==> config.mk <==
export PLATFORM = sky130hd
export DESIGN_NAME = circular_deque_ring_store
export DESIGN_NICKNAME = d
export VERILOG_FILES = /design/src/sv/cdq_pkg.sv /design/src/sv/cdq_front.sv /design/src/sv/cdq_back.sv /design/src/sv/circular_deque_ring_store.sv
export SDC_FILE = /design/constraint.sdc
export NUM_CORES = 1
export LEC_CHECK = 0
export BUFFER_PORTS_ARGS = -buffer_cell sky130_fd_sc_hd__buf_2
export CAP_MARGIN = 20
export CORE_ASPECT_RATIO = 1.25
export CORE_UTILIZATION = 56
export DETAILED_ROUTE_END_ITERATION = 12
export GPL_TIMING_DRIVEN = 0
export MAX_ROUTING_LAYER = met4
export PLACE_DENSITY = 0.87
export SETUP_SLACK_MARGIN = 0.15
export SLEW_MARGIN = 20
export SYNTH_ARGS = -nofsm -noshare
export SYNTH_HDL_FRONTEND = slang
export SYNTH_SLANG_ARGS = --single-unit
==> constraint.sdc <==
create_clock -name clk -period 5.2 [get_ports clk]
set_clock_uncertainty 0.2 [all_clocks]
set_input_delay 0.26 -clock clk [delete_from_list [all_inputs] [get_ports clk]]
set_output_delay 0.26 -clock clk [all_outputs]
set_load 0.005 [all_outputs]
==> src/sv/cdq_pkg.sv <==
// shared constants, types and index helpers for the ring-store deque
`default_nettype none

package cdq_pkg;

  // store geometry and result limits
  localparam int DEPTH       = 16;
  localparam int MAX_RESULTS = 64;
  localparam int IDX_W       = $clog2(DEPTH);
  localparam int CNT_W       = $clog2(DEPTH + 1);
  localparam int SUM_W       = CNT_W + 1;
  localparam int RES_W       = $clog2(MAX_RESULTS + 1);

  // fixed field widths
  localparam int VAL_W  = 32;
  localparam int FUNC_W = 3;
  localparam int STAT_W = 2;
  localparam int DCNT_W = 7;

  // function codes on the input word
  localparam logic [FUNC_W-1:0] FUNC_PUSH_FRONT = 3'd0;
  localparam logic [FUNC_W-1:0] FUNC_PUSH_BACK  = 3'd1;
  localparam logic [FUNC_W-1:0] FUNC_POP_FRONT  = 3'd2;
  localparam logic [FUNC_W-1:0] FUNC_POP_BACK   = 3'd3;
  localparam logic [FUNC_W-1:0] FUNC_DUMP_ALL   = 3'd4;
  localparam logic [FUNC_W-1:0] FUNC_DUMP_N     = 3'd5;

  // status codes on the result word
  localparam logic [STAT_W-1:0] ST_ENTRY = 2'd0;
  localparam logic [STAT_W-1:0] ST_DONE  = 2'd1;
  localparam logic [STAT_W-1:0] ST_EMPTY = 2'd2;
  localparam logic [STAT_W-1:0] ST_FULL  = 2'd3;

  // decoded operation
  typedef enum logic [2:0] {
    OP_PUSH_FRONT,
    OP_PUSH_BACK,
    OP_POP_FRONT,
    OP_POP_BACK,
    OP_DUMP_ALL,
    OP_DUMP_N,
    OP_NOP
  } op_t;

  // classified command passed from front to back
  typedef struct packed {
    op_t                     op;
    logic signed [VAL_W-1:0] value;
    logic [RES_W-1:0]        count;
  } cmd_t;

  // ring index plus one, wrapping at the store depth
  function automatic logic [IDX_W-1:0] idx_inc(input logic [IDX_W-1:0] idx);
    if (idx == IDX_W'(DEPTH - 1)) begin
      return '0;
    end
    return idx + 1'b1;
  endfunction

  // ring index minus one, wrapping at the store depth
  function automatic logic [IDX_W-1:0] idx_dec(input logic [IDX_W-1:0] idx);
    if (idx == '0) begin
      return IDX_W'(DEPTH - 1);
    end
    return idx - 1'b1;
  endfunction

  // ring index plus an offset below the depth
  function automatic logic [IDX_W-1:0] idx_add(input logic [IDX_W-1:0] idx,
                                               input logic [CNT_W-1:0] ofs);
    logic [SUM_W-1:0] sum;
    sum = SUM_W'(idx) + SUM_W'(ofs);
    if (sum >= SUM_W'(DEPTH)) begin
      sum = sum - SUM_W'(DEPTH);
    end
    return sum[IDX_W-1:0];
  endfunction

endpackage

`default_nettype wire

==> src/sv/cdq_front.sv <==
// input side: decodes each word into a command and queues it for the back end
`default_nettype none

module cdq_front (
  input  wire logic                            clk,
  input  wire logic                            rst_n,
  input  wire logic                            in_valid,
  output logic                                 in_stall,
  input  wire logic [cdq_pkg::FUNC_W-1:0]      in_func,
  input  wire logic signed [cdq_pkg::VAL_W-1:0] in_value,
  input  wire logic [cdq_pkg::DCNT_W-1:0]      in_dump_count,
  output cdq_pkg::cmd_t                        cmd,
  output logic                                 cmd_valid,
  input  wire logic                            cmd_take
);
  import cdq_pkg::*;

  cmd_t       fifo_r [2];
  logic       wr_ptr_r;
  logic       rd_ptr_r;
  logic [1:0] fill_r;
  logic [1:0] fill_nxt;
  cmd_t       new_cmd;
  logic       in_take;
  logic       pop;

  // classify the incoming word
  always_comb begin
    new_cmd.value = in_value;
    if (in_dump_count > DCNT_W'(MAX_RESULTS)) begin
      new_cmd.count = RES_W'(MAX_RESULTS);
    end else begin
      new_cmd.count = RES_W'(in_dump_count);
    end
    unique case (in_func)
      FUNC_PUSH_FRONT: new_cmd.op = OP_PUSH_FRONT;
      FUNC_PUSH_BACK:  new_cmd.op = OP_PUSH_BACK;
      FUNC_POP_FRONT:  new_cmd.op = OP_POP_FRONT;
      FUNC_POP_BACK:   new_cmd.op = OP_POP_BACK;
      FUNC_DUMP_ALL:   new_cmd.op = OP_DUMP_ALL;
      FUNC_DUMP_N:     new_cmd.op = OP_DUMP_N;
      default:         new_cmd.op = OP_NOP;
    endcase
  end

  // two-entry command queue handshake
  assign in_stall  = (fill_r == 2'd2);
  assign in_take   = in_valid && !in_stall;
  assign cmd_valid = (fill_r != 2'd0);
  assign pop       = cmd_take && cmd_valid;
  assign cmd       = fifo_r[rd_ptr_r];

  always_comb begin
    fill_nxt = fill_r;
    if (in_take && !pop) begin
      fill_nxt = fill_r + 2'd1;
    end else if (!in_take && pop) begin
      fill_nxt = fill_r - 2'd1;
    end
  end

  // queue storage
  always_ff @(posedge clk) begin
    if (in_take) begin
      fifo_r[wr_ptr_r] <= new_cmd;
    end
  end

  // queue pointers and fill level
  always_ff @(posedge clk) begin
    if (!rst_n) begin
      wr_ptr_r <= 1'b0;
      rd_ptr_r <= 1'b0;
      fill_r   <= 2'd0;
    end else begin
      fill_r <= fill_nxt;
      if (in_take) begin
        wr_ptr_r <= !wr_ptr_r;
      end
      if (pop) begin
        rd_ptr_r <= !rd_ptr_r;
      end
    end
  end

endmodule

`default_nettype wire

==> src/sv/cdq_back.sv <==
// execution side: ring store, front index, entry count, dump walker, output word
`default_nettype none

module cdq_back (
  input  wire logic                             clk,
  input  wire logic                             rst_n,
  input  wire cdq_pkg::cmd_t                    cmd,
  input  wire logic                             cmd_valid,
  output logic                                  cmd_take,
  output logic                                  out_valid,
  input  wire logic                             out_stall,
  output logic signed [cdq_pkg::VAL_W-1:0]      out_entry_value,
  output logic [cdq_pkg::STAT_W-1:0]            out_status,
  output logic                                  out_last
);
  import cdq_pkg::*;

  typedef enum logic {S_IDLE, S_DUMP} state_t;

  state_t                  state_r;
  logic signed [VAL_W-1:0] ring_mem [DEPTH];
  logic [IDX_W-1:0]        front_r;
  logic [CNT_W-1:0]        count_r;
  logic [IDX_W-1:0]        walk_slot_r;
  logic [CNT_W-1:0]        walk_pos_r;
  logic [RES_W-1:0]        remain_r;
  logic                    out_valid_r;
  logic signed [VAL_W-1:0] out_entry_r;
  logic [STAT_W-1:0]       out_status_r;
  logic                    out_last_r;

  logic              load_ok;
  logic              start;
  logic              full;
  logic              empty;
  logic              is_push;
  logic              is_pop;
  logic              is_dump;
  logic [RES_W-1:0]  dump_total;
  logic              mem_we;
  logic [IDX_W-1:0]  mem_waddr;
  logic [IDX_W-1:0]  cur_slot;
  logic [CNT_W-1:0]  cur_pos;
  logic [IDX_W-1:0]  adv_slot;
  logic [CNT_W-1:0]  adv_pos;
  logic              emit_entry;
  logic              load_any;
  logic [STAT_W-1:0] start_status;
  logic              start_last;

  // output register frees when empty or being taken
  assign load_ok  = !out_valid_r || !out_stall;
  assign cmd_take = (state_r == S_IDLE) && load_ok;
  assign start    = cmd_take && cmd_valid;

  // command decode against current occupancy
  always_comb begin
    full       = (count_r == CNT_W'(DEPTH));
    empty      = (count_r == '0);
    is_push    = (cmd.op == OP_PUSH_FRONT) || (cmd.op == OP_PUSH_BACK);
    is_pop     = (cmd.op == OP_POP_FRONT) || (cmd.op == OP_POP_BACK);
    is_dump    = (cmd.op == OP_DUMP_ALL) || (cmd.op == OP_DUMP_N);
    dump_total = (cmd.op == OP_DUMP_ALL) ? RES_W'(count_r) : cmd.count;
    mem_we     = start && is_push && !full;
    mem_waddr  = (cmd.op == OP_PUSH_FRONT) ? idx_dec(front_r) : idx_add(front_r, count_r);
  end

  // status and last flag of the first word a new command loads
  always_comb begin
    start_status = ST_DONE;
    start_last   = 1'b1;
    if (is_push && full) begin
      start_status = ST_FULL;
    end else if ((is_pop || is_dump) && empty) begin
      start_status = ST_EMPTY;
    end else if (is_dump && (dump_total != '0)) begin
      start_status = ST_ENTRY;
      start_last   = (dump_total == RES_W'(1));
    end
  end

  // dump walker: position wraps to the front after the back entry
  always_comb begin
    if (state_r == S_IDLE) begin
      cur_slot = front_r;
      cur_pos  = '0;
    end else begin
      cur_slot = walk_slot_r;
      cur_pos  = walk_pos_r;
    end
    if (cur_pos + 1'b1 == count_r) begin
      adv_slot = front_r;
      adv_pos  = '0;
    end else begin
      adv_slot = idx_inc(cur_slot);
      adv_pos  = cur_pos + 1'b1;
    end
  end

  // what goes into the output word this cycle
  always_comb begin
    load_any   = start || ((state_r == S_DUMP) && load_ok);
    emit_entry = ((state_r == S_DUMP) && load_ok) ||
                 (start && is_dump && !empty && (dump_total != '0));
  end

  // ring store and entry value of the output word
  always_ff @(posedge clk) begin
    if (mem_we) begin
      ring_mem[mem_waddr] <= cmd.value;
    end
    if (emit_entry) begin
      out_entry_r <= ring_mem[cur_slot];
    end else if (load_any) begin
      out_entry_r <= '0;
    end
  end

  // sequencer, queue pointers and output word
  always_ff @(posedge clk) begin
    if (!rst_n) begin
      state_r     <= S_IDLE;
      out_valid_r <= 1'b0;
      front_r     <= '0;
      count_r     <= '0;
    end else begin
      if (out_valid_r && !out_stall && !load_any) begin
        out_valid_r <= 1'b0;
      end
      unique case (state_r)
        S_IDLE: begin
          if (start) begin
            out_valid_r  <= 1'b1;
            out_last_r   <= start_last;
            out_status_r <= start_status;
            unique case (cmd.op)
              OP_PUSH_FRONT: begin
                if (!full) begin
                  front_r <= idx_dec(front_r);
                  count_r <= count_r + 1'b1;
                end
              end
              OP_PUSH_BACK: begin
                if (!full) begin
                  count_r <= count_r + 1'b1;
                end
              end
              OP_POP_FRONT: begin
                if (!empty) begin
                  front_r <= idx_inc(front_r);
                  count_r <= count_r - 1'b1;
                end
              end
              OP_POP_BACK: begin
                if (!empty) begin
                  count_r <= count_r - 1'b1;
                end
              end
              OP_DUMP_ALL, OP_DUMP_N: begin
                if (!empty && (dump_total != '0)) begin
                  // first entry goes out now, the walker takes the rest
                  remain_r    <= dump_total - 1'b1;
                  walk_slot_r <= adv_slot;
                  walk_pos_r  <= adv_pos;
                  if (dump_total != RES_W'(1)) begin
                    state_r <= S_DUMP;
                  end
                end
              end
              default: begin
              end
            endcase
          end
        end
        S_DUMP: begin
          if (load_ok) begin
            out_valid_r  <= 1'b1;
            out_status_r <= ST_ENTRY;
            out_last_r   <= (remain_r == RES_W'(1));
            remain_r     <= remain_r - 1'b1;
            walk_slot_r  <= adv_slot;
            walk_pos_r   <= adv_pos;
            if (remain_r == RES_W'(1)) begin
              state_r <= S_IDLE;
            end
          end
        end
        default: begin
          state_r <= S_IDLE;
        end
      endcase
    end
  end

  assign out_valid       = out_valid_r;
  assign out_entry_value = out_entry_r;
  assign out_status      = out_status_r;
  assign out_last        = out_last_r;

endmodule

`default_nettype wire

==> src/sv/circular_deque_ring_store.sv <==
// top level of the bounded double-ended queue held in a ring store
//
//  channel  direction  handshake         payload
//  in_      input      valid / stall     func, value, dump_count
//  out_     output     valid / stall     entry_value, status, last
//
// push, pop and unused codes give one result word per cycle once the queue is primed, while out_stall is low
// dump all gives one entry word per live entry, dump n gives min(dump_count, 64) entry words:
//   the walker reads one ring entry per cycle through the single read port while the output is not stalled
// a word is registered in the two-entry command queue before execution
// reset is synchronous, active low; ring contents are not cleared, no sweep after reset
// out_stall holds the output word; the command queue keeps taking input until full
`default_nettype none

module circular_deque_ring_store (
  input  wire logic                             clk,
  input  wire logic                             rst_n,
  input  wire logic                             in_valid,
  output logic                                  in_stall,
  input  wire logic [cdq_pkg::FUNC_W-1:0]       in_func,
  input  wire logic signed [cdq_pkg::VAL_W-1:0] in_value,
  input  wire logic [cdq_pkg::DCNT_W-1:0]       in_dump_count,
  output logic                                  out_valid,
  input  wire logic                             out_stall,
  output logic signed [cdq_pkg::VAL_W-1:0]      out_entry_value,
  output logic [cdq_pkg::STAT_W-1:0]            out_status,
  output logic                                  out_last
);
  import cdq_pkg::*;

  cmd_t cmd;
  logic cmd_valid;
  logic cmd_take;

  // decode and queue
  cdq_front u_front (
    .clk           (clk),
    .rst_n         (rst_n),
    .in_valid      (in_valid),
    .in_stall      (in_stall),
    .in_func       (in_func),
    .in_value      (in_value),
    .in_dump_count (in_dump_count),
    .cmd           (cmd),
    .cmd_valid     (cmd_valid),
    .cmd_take      (cmd_take)
  );

  // execute against the ring store
  cdq_back u_back (
    .clk             (clk),
    .rst_n           (rst_n),
    .cmd             (cmd),
    .cmd_valid       (cmd_valid),
    .cmd_take        (cmd_take),
    .out_valid       (out_valid),
    .out_stall       (out_stall),
    .out_entry_value (out_entry_value),
    .out_status      (out_status),
    .out_last        (out_last)
  );

endmodule

`default_nettype wire

# Word-level counts from Yosys, hierarchy flattened
# Memory sizes are Yosys's and may differ from the RTL's. A register that Yosys moved wholly into a read port is not among the register bits.
# Cells that the tools add are included.
# op_classes
reduce_logical	51
muxes	84
add_sub_neg	12
order_cmp	2
bitwise_logic	1
eq_ne	26
# ops
operator	n
two-way mux 4 bit	17
two-way mux 32 bit	2
two-way mux 7 bit	6
two-way mux 5 bit	8
two-way mux 1 bit	35
case mux 5 bit (2 select lines)	2
case mux 3 bit (6 select lines)	1
logical AND 1 bit	17
case mux 4 bit (2 select lines)	2
AND reduction 5 bit	3
equality test 7 x 1 -> 1 bit, second input constant	2
inequality test 2 bit, second input constant	7
case mux 7 bit (2 select lines)	1
subtractor 7 x 1 -> 7 bit, second input constant	2
equality test 3 x 2 -> 1 bit, second input constant	4
equality test 3 bit, second input constant	4
two-way mux 2 bit	6
adder 5 x 1 -> 5 bit, second input constant	2
zero test 1 bit	10
nonzero test 2 bit	5
adder 4 x 1 -> 4 bit, second input constant	2
equality test 4 bit, second input constant	2
subtractor 4 x 1 -> 4 bit, second input constant	2
greater-than comparator 7 bit, second input constant	1
21 further kinds	33
# totals
in_bits	46
mem_count	2
word_cells	191
ff_bits	66
out_inout_bits	37
ram_bits	596
# memory_table
name	depth	width	rd	rd_ports_with_merged_regs	wr	line_no	rtl
u_back.ring_mem	16	32	1	0	1	cdq_back.sv:21	logic signed [VAL_W-1:0] ring_mem [DEPTH];
u_front.fifo_r	2	42	1	1	1	cdq_front.sv:18	cmd_t fifo_r [2];

# Logic depth before layout (Yosys ltp)
# Gate-level depths: netlist of run 1.
# depth
ltp_word	10
ltp_mapped	12
ltp_nobuf	9

# Hierarchy
# Synthesis of run 1 repeated with hierarchy kept, for this count alone.
# unflattened
cells_unflattened	1422
area_unflattened_um2	26538.0
# modules_own_cells
module	seq_area_each_um2	area_per_inst_um2	instances	cells_each
cdq_back	17126.4	23224.8	1	1256
cdq_front	2622.5	3313.2	1	166

# Worst setup path after synthesis of run 1
# Ideal clock, no wire load.
# synth_timing
path_kind	register to register
start	register u_back.state_r
end	register u_back.remain_r[0], enable pin
arrival_ps	4788
setup_time_ps	414
stages_incl_launch_ff	7
path_slack_ps	-201
t_required_ps	4586
period_less_slack_ps	5401
cell_sequence	dfxtp_1 > buf_4 > buf_2 > inv_2 > a21boi_0 > and2_1 > a21boi_0
# synth_via
elab_chain_len	5
# synth_rtl
item	line_no	rtl
start: declaration	cdq_back.sv:20	state_t state_r;
start signal: assignment	cdq_back.sv:122	state_r <= S_IDLE;
start signal: assignment	cdq_back.sv:166	state_r <= S_DUMP;
start signal: assignment	cdq_back.sv:184	state_r <= S_IDLE;
inverter 1 bit (no line)	-	
logical AND 1 bit	cdq_back.sv:53	assign cmd_take = (state_r == S_IDLE) && load_ok;
logical AND 1 bit	cdq_back.sv:54	assign start = cmd_take && cmd_valid;
inequality test 2 x 1 -> 1 bit (no line)	-	
AND reduction 5 bit (no line) (*)	-	
end signal: assignment	cdq_back.sv:162	remain_r <= dump_total - 1'b1;
end signal: assignment	cdq_back.sv:180	remain_r <= remain_r - 1'b1;
end: declaration	cdq_back.sv:26	logic [RES_W-1:0] remain_r;
# Mark *: on every way between the ends. The rest lies on a longest branch, timed or not.
# A chain may end at the register's enable or synchronous reset.

# Worst setup path after layout of run 1
# layout_timing
start	register u_back.front_r[0]
end	memory u_back.ring_mem[4][18], enable pin
# layout_via
elab_chain_len	4
# layout_rtl
item	line_no	rtl
start: declaration	cdq_back.sv:22	logic [IDX_W-1:0] front_r;
start signal: assignment	cdq_back.sv:139	front_r <= idx_dec(front_r);
start signal: assignment	cdq_back.sv:150	front_r <= idx_inc(front_r);
adder 4 x 5 -> 6 bit or zero test 4 bit (tied branches)	cdq_pkg.sv:72, cdq_pkg.sv:62	
greater-or-equal comparator 6 x 5 -> 1 bit, or another cell as far along	cdq_pkg.sv:73	if (sum >= SUM_W'(DEPTH)) begin
two-way mux 4 bit (on tied branches)	cdq_pkg.sv:73, cdq_pkg.sv:65	
two-way mux 4 bit (*)	cdq_back.sv:65	mem_waddr = (cmd.op == OP_PUSH_FRONT) ? idx_dec(front_r) : idx_add(front_r, count_r);
end: declaration	cdq_back.sv:21	
# Marks and branches as above.

==> impl_metrics.json, run 1 <==
{
  "post-route-cell-area_mm2": 0.0305,
  "htree_levels": 2,
  "placed_area_mm2": 0.0282,
  "vias_per_cell": 6.81,
  "async_flop_share_pct": 0,
  "yosysWarnings": 0,
  "overflow": 0,
  "yosys.cell_types.count": 80,
  "dp_hpwl_um": 39200,
  "clock-sinks": 663,
  "num_rows": 88,
  "wl_um": 67700,
  "powerDensity_mw_per_mm2": 490,
  "leakage_nw": 9.95,
  "power_mw": 15.0,
  "cts_resized": 0,
  "grt_util_met3_pct": 4.77,
  "fin_nets": 1604,
  "path_class": "register to register",
  "cts_tree": "built",
  "synth_nets": 1369,
  "fin_crit_ns": 3.95,
  "drc": 0,
  "timing.fmax_mhz": 253,
  "grt_pass1_wl_um": 97700,
  "synth_edf_count": 647,
  "dieArea_mm2": 0.0479,
  "setup_viol": 0,
  "ys_seq_area_share_pct": 75.0,
  "syn_to_final_growth_pct": 16.0,
  "cts_max_path_buffers": 3,
  "grt_use_met1_pct": 34.2,
  "worstSkewPairLatency_ns": 0.61,
  "wire_per_inst_um": 31.2,
  "initial_core_util_pct": 56.9,
  "busiest_layer": "met2",
  "worst_hold_slack_ns": 0.171,
  "slew_headroom_pct": 34.4,
  "hold_path_class": "input pin to register",
  "yosys.area.top_type": "edfxtp_1",
  "globalRouteMet2Util_pct": 49.9,
  "status": "completed",
  "drt-pass1-iter-count": 6,
  "vdd_drop_max_uv": 365,
  "drtAntennaViolNets": 0,
  "ios": 83,
  "grt_max_degree": 43,
  "placed_cells": 2018,
  "routabilityCongestion": 0.837,
  "port_buffers": 81,
  "instances_no_fill": 2171,
  "worstPathMaxFanout": 10,
  "drt_iter0_drc": 1980,
  "num_vias": 14800,
  "slew_viol_final": 0,
  "synthTopCellsByArea": "edfxtp_1 (74%), mux4_2 (11%), a22oi_1 (1.9%)",
  "finalHoldViolations": 0,
  "tightest_slew_ns": 0.980,
  "grt_util_all_layers_pct": 29.5,
  "cp.arrival_ns": 4.06,
  "rsz0062_at_grt": "no",
  "netlist_area_mm2": 0.0263,
  "grt_pass1_vias": 15100,
  "maxCapViolCount": 0,
  "cts_made_buffers": 57,
  "required_ns": 5.31,
  "fillCellCount": 2820,
  "antenna_found_initial": 0,
  "ys_ff_latch": 663,
  "die_y_um": 244,
  "clk_pin_slew_ns": 0.07,
  "cp-start-kind": "register",
  "final_layout_size_suffix_gt1_share_pct": 29.6,
  "syn_inst": 1304,
  "clockRootBuffer": "clkbuf_16",
  "core_area_mm2": 0.0462,
  "crit_path_end_kind": "register",
  "postSynthAreaPerCell_um2": 20.2,
  "tns_ns": 0,
  "fp.dieW_um": 196,
  "post-route-period-util_pct": 76.0,
  "synth_top_cell_area_share_pct": 73.8,
  "antenna_cells": 0,
  "synth_ff_type": "edfxtp_1"
}
-- cell usage in the layout, fill, tap and decap left out, types with 16 or more instances in the layout --
cell type	count
mux4_2	128
clkbuf_16	58
inv_1	16
dlygate4sd3_1	47
a21oi_1	48
buf_6	16
mux2_2	42
nor2_1	20
edfxtp_1	647
dfxtp_1	16
a22oi_1	66
buf_4	35
buf_2	102
clkbuf_1	35
nand2_1	25
ha_1	17
-- worst max-delay path, cell delays in order, from the launching register on --
cell and delay (ns):
dfxtp_1 0.59, ha_1 0.29, fa_1 0.43, inv_1 0.09
mux2i_1 0.12, nor4b_1 0.39, nand2_1 0.32, nor3_2 0.73
buf_6 0.26, buf_4 0.24
-- final timing paths --
kind | startpoint | end | slack (ns) | depth (start not counted)
worst max-delay path | u_back.front_r[0] | u_back.ring_mem[4][18] | 1.25 | 9
worst min-delay path | in_value[28] | u_front.fifo_r[1][35] | 0.17 | 2
worst max register to register | u_back.front_r[0] | u_back.ring_mem[4][18] | 1.25 | 9
worst min register to register | u_front.fill_r[1] | u_front.fill_r[1] | 0.35 | 2
-- Yosys cell counts, types with 8 or more instances --
cell type  count
edfxtp_1     647
mux4_2       128
a22oi_1       66
a21oi_1       48
mux2_2        42
nor2_1        29
nand2_1       25
clkbuf_1      24
buf_2         21
nor3_1        20
ha_1          17
dfxtp_1       16
inv_1         16
mux2i_1       14
xor2_1        12
and2_1        11
nor2b_1       10
o21ai_0       10
buf_4          9
buf_6          9
xnor2_1        9
nand2b_1       8
-- where the power goes --
| part | internal (mW) | switching, mW | total [mW] |
|---|---|---|---|
| Clock | 2.25 | 1.92 | 4.17 |
| Sequential | 6.75 | 0.170 | 6.92 |
| Combinational | 1.48 | 2.38 | 3.86 |
-- final cells by class --
cell class                      count  area (um^2)  area share [%]
Multi-Input combinational cell    557         6280            20.6
Inverter                           18         67.6           0.221
Tap cell                          585          732            2.40
Clock buffer                       69         1490            4.89
Buffer                             66          375            1.23
Timing Repair Buffer              176         1530            5.00
Sequential cell                   663        19700            64.7
Clock inverter                     37          307            1.00
-- sequential cells by signal (all words and copies together), names as in the netlist, named ones only --
signal	count
u_back.remain_r	7
u_front.wr_ptr_r	1
u_back.state_r	1
u_back.ring_mem	512
u_back.out_last	1
u_back.front_r	4
u_back.count_r	5
u_back.walk_pos_r	5
u_front.rd_ptr_r	1
u_front.fifo_r	84
u_back.walk_slot_r	4
u_back.out_status	2
u_back.out_entry_value	32
u_back.out_valid	1
u_front.fill_r	2
-- logic make-up after synthesis --
kind of cell	after synthesis	synth area share, %
AO/OA/AOI/OAI	184	4.99
XOR/XNOR	22	0.789
adder cells (fa/ha/maj)	19	0.960
buffers and inverters	84	1.68
flip-flops	663	75.0
multiplexers	187	13.4
AND/OR/NAND/NOR	145	3.09
-- through the flow --
stage	utilization (%)	setup WS [ns]
floorplan	-	0.685
global placement	59.4	-1.76
detailed placement	61.1	1.41
CTS	66.0	1.30
global route	66.0	1.06
finish	66.0	1.25
-- repair_timing --
item | in CTS | in global routing
hold endpoints to repair | 95 | 0
hold buffers | 47 | 0
setup buffers | 0 | 0
-- layer usage --
| metal | share of wire [%] | routed length, um |
|---|---|---|
| met1 | 33 | 22400 |
| met5 | 0 | 0 |
| met3 | 9.3 | 6290 |
| met2 | 52 | 35400 |
| met4 | 5.4 | 3630 |
(Power assumes the default switching activity.)
==> run 2: changes to the inputs <==
- ABC_AREA: default -> 1
- clock period: 5.2 -> 3.2 ns (I/O delays scaled with it)
==> impl_metrics.json, run 2 <==
{
  "status": "completed",
  "slew_viol_final": 0,
  "yosysWarnings": 0,
  "cts_made_buffers": 59,
  "tightest_slew_ns": 1.17,
  "r2r_slack_ns": 0.14,
  "vias_per_cell": 6.21,
  "path_class": "register to register",
  "routabilityCongestion": 0.922,
  "post-synth-top-count-cell": "edfxtp_1",
  "antenna_found_initial": 0,
  "syn_inst": 2327,
  "yosys.cell_types.count": 47,
  "post-route-period-util_pct": 95.7,
  "rr_worst_depth": 10,
  "wire_per_inst_um": 24.0,
  "initial_core_util_pct": 56.8,
  "leakage_nw": 12.3,
  "hold_path_class": "input pin to register",
  "drtAntennaViolNets": 0,
  "synth_common_cells": "edfxtp_1 (647), inv_1 (343), nand2_1 (337), nand3_1 (215), a21oi_1 (157)",
  "instances_no_fill": 3261,
  "fp.dieW_um": 202,
  "htree_levels": 2,
  "rsz0062_at_grt": "yes",
  "setup_viol": 0,
  "clock-sinks": 663,
  "mostFrequentLayoutCell": "edfxtp_1",
  "worstPathMaxFanout": 10,
  "p_sw_share_pct": 37.4,
  "slowest_delay_ns": 0.43,
  "postSynthAreaPerCell_um2": 12.1,
  "overflow": 0,
  "cp.arrival_ns": 3.23,
  "grt_pass1_vias": 20500,
  "grt_util_all_layers_pct": 31.5,
  "hold_start": "in_value[9]",
  "cts_max_path_buffers": 3,
  "final_layout_size_suffix_gt1_share_pct": 15.6,
  "intPower_mw": 18.6,
  "hold_path_depth": 2,
  "powerDensity_mw_per_mm2": 905,
  "placed_cells": 3082,
  "netlist_area_mm2": 0.0281,
  "wl_um": 78200,
  "vdd_drop_max_uv": 694,
  "die_y_um": 252,
  "yosys.area.top_type": "edfxtp_1",
  "drt_iter0_drc": 2753,
  "synth_ff_type": "edfxtp_1",
  "cts_tree": "built",
  "grt_max_degree": 24,
  "clk_pin_slew_ns": 0.07,
  "async_flop_share_pct": 0,
  "cp_slowest_cell": "dfxtp_2",
  "switchingPower_mw": 11.1,
  "synth_top_cell_area_share_pct": 69.3,
  "dieArea_mm2": 0.0510,
  "largest_register_ffs": 512,
  "finalHoldViolations": 0,
  "timing.fmax_mhz": 327,
  "p_clk_share_pct": 24.8,
  "worstSkewPairLatency_ns": 0.64,
  "final_cell_mix": "edfxtp_1 (647), inv_1 (343), nand2_1 (334)",
  "crit_path_end_kind": "register",
  "synth_edf_count": 647,
  "drt-pass1-iter-count": 9,
  "drc": 0,
  "fin_crit_ns": 3.06,
  "cp-start-kind": "register",
  "ys_ff_latch": 663,
  "num_vias": 20300,
  "clockRootBuffer": "clkbuf_16",
  "grt_pass1_wl_um": 116000,
  "ios": 83,
  "cp_cell_sequence": "inv_1 -> o21ai_2 -> buf_4 -> buf_2 -> o211ai_1 -> nand3_1 -> nand3_1 -> nand2_1 -> inv_1 -> a21oi_1",
  "holdPathEnd": "u_front.fifo_r[1][16]",
  "timing.rr.end": "u_back.out_entry_value[31]",
  "worst_hold_slack_ns": 0.0512,
  "antenna_cells": 0,
  "required_ns": 3.36,
  "synthTopCellsByArea": "edfxtp_1 (69%), inv_1 (4.6%), nand2_1 (4.5%)",
  "dp_hpwl_um": 48700,
  "port_buffers": 82,
  "regMostFlops": "u_back.ring_mem",
  "syn_to_final_growth_pct": 16.8,
  "maxCapViolCount": 0,
  "rr_startpoint": "u_back.front_r[1]",
  "core_area_mm2": 0.0494,
  "slew_headroom_pct": 22.2,
  "seq_power_share_pct": 39.6,
  "pwr-share-comb_pct": 35.6,
  "fin_nets": 2627,
  "ys_seq_area_share_pct": 70.4,
  "num_rows": 91,
  "synth_nets": 2392
}
run 2: cell count changes in the layout (fill, tap and decap cells not counted), moves of 19 or more:
cell | previous run | this run
buf_2 | 102 | 143
nand3_1 | 3 | 215
inv_1 | 16 | 343
buf_12 | 3 | 22
mux4_2 | 128 | 0
mux2_2 | 42 | 0
nand2_1 | 25 | 334
o21ai_1 | 1 | 30
a22oi_1 | 66 | 0
o21ai_0 | 10 | 134
a21oi_1 | 48 | 157
o211ai_1 | 4 | 129
nor2_1 | 20 | 40
a21oi_2 | 1 | 29
run 2: worst max-delay path by stage:
stage | startpoint | cells past startpoint | slack [ns] | endpoint
after floorplan | u_back.front_r[1] | 8 | -0.27 | u_back.ring_mem[0][0]
after global placement | u_back.front_r[1] | 8 | -1.63 | u_back.ring_mem[11][17]
after detailed placement | register | 13 | -0.15 | u_back.remain_r[1]
after CTS | u_back.state_r | 7 | 0.17 | u_back.out_entry_value[6]
after global routing | register | 12 | 0.02 | u_back.ring_mem[13][17]
final | u_back.front_r[1] | 10 | 0.14 | u_back.out_entry_value[31]
run 2: kinds of logic after synthesis:
kind of cell	synth area share (%)
multiplexers	0.0357
AND/OR/NAND/NOR	10.3
flip-flops	70.4
adder cells (fa/ha/maj)	0.901
AO/OA/AOI/OAI	10.5
buffers and inverters	7.39
XOR/XNOR	0.526
run 2: worst max-delay path, delay by kind of cell, from the launching register on:
| kind | cells | cell delay, ns |
|---|---|---|
| buffers and inverters | 4 | 0.91 |
| AOI/OAI and AO/OA | 3 | 0.94 |
| and+or+nand+nor | 3 | 0.30 |
| DFF | 1 | 0.43 |
run 2: layout make-up:
class	count	area [um^2]
fillers	3182	16600
well taps	651	815
multi-input cells	1182	6380
inverters	354	1330
repair buffers	174	1770
clock buffers	70	1560
plain buffers	128	742
flip-flops and latches	663	19800
clock inverters	39	418
run 2: stage by stage:
step	setup TNS (ns)	utilization [%]	cell area, um^2	power, mW	worst slack, ns
6_report	0	66.3	32800	29.7	0.139
5_1_grt	0	66.3	32800	30.7	0.0181
4_1_cts	0	66.2	32700	29.2	0.174
3_5_place_dp	-6.28	60.6	30000	21.7	-0.152
3_3_place_gp	-647.83	59.3	29300	20.9	-1.63
2_1_floorplan	-68.02	-	28100	18.0	-0.266
run 2: layer usage:
| metal | up-vias | share of wire, % | track usage, % |
|---|---|---|---|
| li1 | 8616 | - | - |
| met1 | 9440 | 32 | 34.5 |
| met2 | 1743 | 48 | 51.1 |
| met3 | 452 | 12 | 7.01 |
| met4 | 0 | 8.3 | 22.3 |
| met5 | - | 0 | - |
run 2: what timing repair did:
action	4_1_cts	5_1_grt
endpoints found under the hold margin	100	0
pin swaps	16	1
hold buffers	47	0
resized for setup	1	6
setup endpoints to repair	410	456
buffers inserted	21	2
run 2: power groups by stage:
stage | registers (mW) | clock network [mW] | logic [mW]
floorplan | 11.9 | 0 | 6.12
global placement | 11.9 | 0 | 8.93
detailed placement | 11.9 | 0 | 9.85
CTS | 11.7 | 7.32 | 10.1
global route | 11.8 | 7.66 | 11.2
finish | 11.8 | 7.34 | 10.6
